==> src/rtl/tunnel_peer_table_macros.svh <==
// Assertion helpers for the RTL back end.
`ifndef TUNNEL_PEER_TABLE_MACROS_SVH
`define TUNNEL_PEER_TABLE_MACROS_SVH
// Check that a condition implies a consequence in the same cycle.
`define TPT_ASSERT_IMP(label, clk, rst, cond, cons) \
   label: assert property (@(posedge clk) disable iff (rst) (cond) |-> (cons)) \
      else $error("tpt check failed");
// Check that a condition implies a consequence in the next cycle.
`define TPT_ASSERT_NEXT(label, clk, rst, cond, cons) \
   label: assert property (@(posedge clk) disable iff (rst) (cond) |=> (cons)) \
      else $error("tpt check failed");
`endif

==> src/rtl/tpt_pkg.sv <==
package tpt_pkg;
   localparam int PEER_SLOTS = 16;
   localparam int SLOT_W = $clog2(PEER_SLOTS);
   localparam logic [31:0] EXPIRY_SECONDS = 32'd30;
   localparam logic [1:0] MAX_BUBBLES = 2'd3;
   localparam logic [31:0] BUBBLE_GAP = 32'd2;
   localparam logic [15:0] SERVER_PORT = 16'd3544;
   localparam int QDEPTH = 2;

   localparam logic [1:0] CSR_PREFIX = 2'd0;
   localparam logic [1:0] CSR_QUALIFIED = 2'd1;
   localparam logic [1:0] CSR_CONE = 2'd2;

   typedef enum logic [2:0] {
      ACT_DROP = 3'd0, ACT_ERROR = 3'd1, ACT_FORWARD = 3'd2, ACT_HELD = 3'd3,
      ACT_BUB_SRV = 3'd4, ACT_BUB_DIR = 3'd5, ACT_SEND_HELD = 3'd6, ACT_DELIVER = 3'd7
   } action_type;

   // request after front-end classification
   typedef struct packed {
      logic        inbound;
      logic        early;       // answer known without table lookup
      action_type  early_act;
      logic        may_alloc;   // outbound: allowed to create an entry
      logic        bubble;
      logic [63:0] hi;
      logic [63:0] lo;
      logic [31:0] now;
   } job_type;

   typedef enum logic [2:0] {
      ST_IDLE, ST_SCAN, ST_DECIDE, ST_EMIT
   } state_type;

   typedef struct packed {
      logic        valid;
      action_type  act;
      logic [31:0] ip;
      logic [15:0] port;
      logic        last;
   } rsp_type;
endpackage

==> src/rtl/tpt_front.sv <==
module tpt_front (
   input  logic                  clock,
   input  logic                  reset,
   input  logic                  req_start,
   output logic                  req_busy,
   input  logic                  req_func,
   input  logic [63:0]           req_peer_addr_hi,
   input  logic [63:0]           req_peer_addr_lo,
   input  logic [31:0]           req_now_sec,
   input  logic                  req_header_ok,
   input  logic                  req_other_end_teredo,
   input  logic                  req_client_global,
   input  logic                  req_source_matches,
   input  logic                  req_is_bubble,
   input  logic [31:0]           own_prefix,
   input  logic                  qualified,
   output tpt_pkg::job_type      job,
   output logic                  job_valid,
   input  logic                  job_pop
);
   import tpt_pkg::*;

   job_type   q_ff [QDEPTH];
   logic [$clog2(QDEPTH+1)-1:0] cnt_ff, cnt_in;
   logic      wp_ff, rp_ff;
   job_type   cls;
   logic      push, pref_ok;

   assign req_busy  = (cnt_ff == QDEPTH[$clog2(QDEPTH+1)-1:0]);
   assign push      = req_start && !req_busy;
   assign pref_ok   = (req_peer_addr_hi[63:32] == own_prefix);

   // classify the request
   always_comb begin
      cls = '0;
      cls.inbound = req_func;
      cls.hi = req_peer_addr_hi;
      cls.lo = req_peer_addr_lo;
      cls.now = req_now_sec;
      cls.bubble = req_is_bubble;
      cls.early_act = ACT_DROP;
      if (!req_func) begin
         cls.may_alloc = pref_ok && req_client_global;
         if (!qualified) begin
            cls.early = 1'b1;
            cls.early_act = ACT_ERROR;
         end else if (!req_header_ok || (!pref_ok && !req_other_end_teredo)) begin
            cls.early = 1'b1;
         end
      end else if (!qualified || !req_header_ok || !pref_ok || !req_source_matches) begin
         cls.early = 1'b1;
      end
   end

   assign job       = q_ff[rp_ff];
   assign job_valid = (cnt_ff != '0);
   assign cnt_in    = cnt_ff + {{($bits(cnt_ff)-1){1'b0}}, push}
                      - {{($bits(cnt_ff)-1){1'b0}}, job_pop};

   always_ff @(posedge clock) begin
      if (reset) begin
         cnt_ff <= '0;
         wp_ff <= 1'b0;
         rp_ff <= 1'b0;
      end else begin
         cnt_ff <= cnt_in;
         if (push) wp_ff <= ~wp_ff;
         if (job_pop) rp_ff <= ~rp_ff;
      end
      if (push) q_ff[wp_ff] <= cls;
   end
endmodule

==> config.mk <==
export PLATFORM = sky130hd
export DESIGN_NAME = tpt_front
export DESIGN_NICKNAME = d
export VERILOG_FILES = /design/src/rtl/tunnel_peer_table_macros.svh /design/src/rtl/tpt_pkg.sv /design/src/rtl/tpt_front.sv
export SDC_FILE = /design/constraint.sdc
export NUM_CORES = 1
export LEC_CHECK = 0
export ABC_AREA = 1
export BUFFER_PORTS_ARGS = -buffer_cell sky130_fd_sc_hd__buf_2
export CAP_MARGIN = 15
export CORE_MARGIN = 8
export CORE_UTILIZATION = 54
export CTS_BUF_LIST = sky130_fd_sc_hd__clkbuf_8
export CTS_CLUSTER_SIZE = 16
export DETAILED_ROUTE_END_ITERATION = 16
export GPL_TIMING_DRIVEN = 0
export HOLD_SLACK_MARGIN = 0.08
export PLACE_DENSITY = 0.83
export SYNTH_ARGS = -nofsm -noshare
export SYNTH_HDL_FRONTEND = slang
export SYNTH_SLANG_ARGS = --single-unit
==> constraint.sdc <==
create_clock -name clock -period 11.8 [get_ports clock]
set_input_delay 2.95 -clock clock [delete_from_list [all_inputs] [get_ports clock]]
set_output_delay 2.95 -clock clock [all_outputs]
set_load 0.02 [all_outputs]
---- Word level (Yosys, flattened, before mapping) ----
Memory sizes are Yosys's and may differ from the RTL's. A register that Yosys moved wholly into a read port is not among the register bits.
Index checks and enable logic that the tools add are counted.
operators by class
  eq/ne operators ......................... 2
  bitwise logic cells ..................... 2
  $add $sub $neg .......................... 2
  reductions and logical operators ........ 14
  multiplexer cells ....................... 10
operator list
  kind                                         count
  32-bit == test                               1
  1-bit two-way mux                            9
  1-bit logical NOT                            6
  1-bit logical OR                             4
  4-bit two-way mux                            1
  1-bit logical AND                            3
  2-bit by 1-bit adder with 2-bit output       1
  2-bit == test, second input constant         1
  1-bit NOT                                    2
  2-bit nonzero test                           1
  2-bit by 1-bit subtractor with 2-bit output  1
storage, ports and cells
  output and inout bits ................... 169
  memories kept ........................... 1
  bits in registers ....................... 4
  bits in writable memories ............... 334
  logic and storage cells ................. 34
  input port bits ......................... 203
memories
  memory  depth  bits a word  read ports  clocked after memory_dff  wr ports  line             text
  q_ff    2      167          1           1                         1         tpt_front.sv:23  job_type q_ff [QDEPTH];

---- Longest topological paths before layout ----
  depth in word-level cells ............... 7
  mapped depth ............................ 10
  depth with buffers taken out ............ 10

---- Worst setup path before layout ----
OpenSTA, ideal clock, no wires.
  path type ............................... input to register
  start ................................... input req_start
  end ..................................... memory q_ff[1][0] (netlist bit) (enable)
  setup time .............................. 0.693 ns
  cell stages on the path ................. 2
  path buffers ............................ 0
  path slack .............................. 1.209 ns
  arrival time ............................ 9.898 ns
  required time ........................... 11.107 ns
  cells stage by stage .................... o21ai_2 -> nor2_1
between the ends
  longest elaborated chain between the ends .. 3
RTL lines
  item                                     line             text
  from (decl)                              tpt_front.sv:4   input logic req_start,
  1-bit logical AND                        tpt_front.sv:30  assign push = req_start && !req_busy;
  1-bit two-way mux                        tpt_front.sv:70  if (push) q_ff[wp_ff] <= cls;
  1-bit two-way mux (implied by the code)  tpt_front.sv:70
  to (decl)                                tpt_front.sv:23
Every way passes these cells.

==> impl_metrics.env <==
export IMPL_run_status="finished clean"
export IMPL_initial_core_util=0.546
export IMPL_htree_levels=2
export IMPL_grt_pass1_wl_mm=43.4
export IMPL_period_share=0.414
export IMPL_grt_ovfl_total=0
export IMPL_io_pins=372
export IMPL_path_buf_inv=3
export IMPL_synthArstFlopShare=0
export IMPL_grt_use_total=0.198
export IMPL_ys_flop_type="edfxtp_1"
export IMPL_viasPerCell=5.05
export IMPL_cts_root_buf="clkbuf_8"
export IMPL_synth_commonest_cells="330 x edfxtp_1, 165 x mux2_2, 58 x nand2_1, 28 x inv_1, 23 x xnor2_1"
export IMPL_period_minus_slack_ns=4.89
export IMPL_fmax_mhz=205
export IMPL_die_h_um=170
export IMPL_drc=0
export IMPL_yosysWarnings=0
export IMPL_hold_buffers=0
export IMPL_finalSetupViolCount=0
export IMPL_antenna_left=0
export IMPL_die_x_um=170
export IMPL_synth_edff_count=330
export IMPL_slew_headroom=0.522
export IMPL_wirelength_mm=29.5
export IMPL_yosysTopAreaCell="edfxtp_1"
export IMPL_synth_most_common_cell="edfxtp_1"
export IMPL_worstPathCellList="buf_4 > buf_4 > mux2_2 > buf_2"
export IMPL_powerDensity_mw_per_mm2=174
export IMPL_finalClockSkew_ns=0.0180
export IMPL_power_leakage_nw=6.30
export IMPL_worst_path_most_repeated_cell="buf_4"
export IMPL_drive_above_1_share=0.558
export IMPL_synthCells=658
export IMPL_syn_avg_cell_area_um2=19.4
export IMPL_drtIter0Drc=361
export IMPL_critPathSlowestCell="mux2_2"
export IMPL_cts_resized_gates=0
export IMPL_die_area_mm2=0.0288
export IMPL_clock_latency_ns=0.55
export IMPL_path_max_fanout=10
export IMPL_netlist_area_leader_share=0.778
export IMPL_crit_required_ns=8.85
export IMPL_cap_violations=0
export IMPL_critical_path_class="reg -> out"
export IMPL_path_clk_slew_ns=0.06
export IMPL_fin_util=0.691
export IMPL_hold_viol=0
export IMPL_ys_seq_area_frac=0.786
export IMPL_holdCritPathClass="reg -> reg"
export IMPL_place_detailed_hpwl_mm=21.9
export IMPL_antenna_found_initial=3
export IMPL_cts_buffer_depth=3
export IMPL_critPathLaunchType="register"
export IMPL_post_cts_buffers=0
export IMPL_synth_cell_types=19
export IMPL_finalSetupTns_ns=0
export IMPL_port_buffers=369
export IMPL_fin_nets=1298
export IMPL_drv_slew=0
export IMPL_wl_per_cell_um=20.4
export IMPL_via_count=7323
export IMPL_cp_slowest_stage_delay_ns=0.40
export IMPL_num_rows=56
export IMPL_rsz0062_at_grt="false"
export IMPL_tightestPinTransition_ns=0.716
export IMPL_drt_first_pass_iters=4
export IMPL_place_gp_congestion=0.795
export IMPL_cts_made_buffers=53
export IMPL_core_region_area_mm2=0.0233
export IMPL_cts_tree="built"
export IMPL_synth_seq_cells=335
export IMPL_cts_num_sinks=335
export IMPL_grt_pass1_vias=8087
export IMPL_cp_arrival_ns=1.94
export IMPL_cp_top_family="buffers and inverters"
export IMPL_synth_area_top_cells="edfxtp_1 78%, mux2_2 15%, nand2_1 1.7%, xnor2_1 1.6%, buf_6 0.88%"
export IMPL_grt_max_degree=33
export IMPL_syn_to_final_growth_pct=26.5
export IMPL_synth_area_mm2=0.0127
export IMPL_end_kind="primary output"
export IMPL_ir_drop_v=0.000108
[per-stage QoR]
stage / hold WS, ns / instances / total power, mW / setup slack [ns] / area, um2
4_1_cts: 0.568 / 1449 / 2.83 / 6.84 / 16100
3_3_place_gp: 0.493 / 1347 / 2.00 / -2.45 / 15000
6_report: 0.564 / 1450 / 2.80 / 6.91 / 16100
5_1_grt: 0.615 / 1450 / 2.92 / 6.79 / 16100
3_5_place_dp: 0.550 / 1357 / 1.99 / 6.95 / 15200
2_1_floorplan: 0.480 / 659 / 1.81 / 1.21 / 12700
[state kept, by name (all words and copies together), names as in the netlist, named ones only]
name,flops
cnt_ff,2
q_ff,330
rp_ff,1
wp_ff,1
[power breakdown]
part	internal (mW)	total [mW]	switching [mW]	leakage [nW]
logic	0.194	0.496	0.302	2.67
registers	1.44	1.47	0.0257	3.11
clock network	0.427	0.840	0.413	0.519
total	2.06	2.80	0.740	6.30
[per-layer routing]
metal / up-vias / global-route usage / routed length, um / part of all wire
li1: 3353 / - / - / -
met1: 3567 / 0.207 / 10600 / 0.36
met2: 357 / 0.367 / 15500 / 0.52
met3: 42 / 0.0758 / 2990 / 0.10
met4: 4 / 0.0512 / 474 / 0.016
met5: - / 0 / 23 / 0.00078
[worst reg2reg max path: cells and delay by family (launching register included)]
family          cells  cell delay [ns]
compound gates      1             0.13
buf+inv             4             0.88
flops               1             0.31
simple gates        1             0.57
[layout by cell type (no fill, tap or decap), drive strengths merged]
| cell type | synthesis | layout |
|---|---|---|
| mux2 | 165 | 165 |
| nor2 | 18 | 18 |
| dfxtp | 5 | 5 |
| diode | 0 | 1 |
| nand3 | 2 | 2 |
| nand2 | 59 | 59 |
| or2 | 1 | 1 |
| clkbuf | 0 | 55 |
| conb | 1 | 2 |
| clkinvlp | 0 | 3 |
| ha | 2 | 2 |
| nor3b | 3 | 3 |
| xnor2 | 23 | 23 |
| inv | 28 | 46 |
| edfxtp | 330 | 330 |
| o21ai | 1 | 1 |
| buf | 20 | 399 |
| clkinv | 0 | 16 |
[path summary, 6_finish.rpt]
kind	startpoint	to	slack, ns	depth (start not counted)
min reg2reg	rp_ff	rp_ff	0.56	2
max reg2reg	cnt_ff[1]	q_ff[1][23]	9.57	6
min	rp_ff	rp_ff	0.56	2
max	register	job[140]	6.91	4
[cells by family after synthesis]
logic type      after synthesis  share of synthesized area
flops                       335                      0.786
mux                         165                      0.146
compound gates                1                   0.000688
simple gates                 83                     0.0267
other cells                   1                   0.000294
buf+inv                      48                     0.0228
fa+ha+maj                     2                    0.00196
xor+xnor                     23                     0.0158
[layout make-up]
class,instances,area (um2)
antenna,1,2.50
buffer,20,185
clock buffer,55,757
clock inverter,37,151
fill,1540,7220
inverter,28,105
multi-input combinational,276,2460
sequential,335,10000
tap,319,399
timing repair buffer,379,2050
Note: power is estimated with default switching activity, not from simulation.
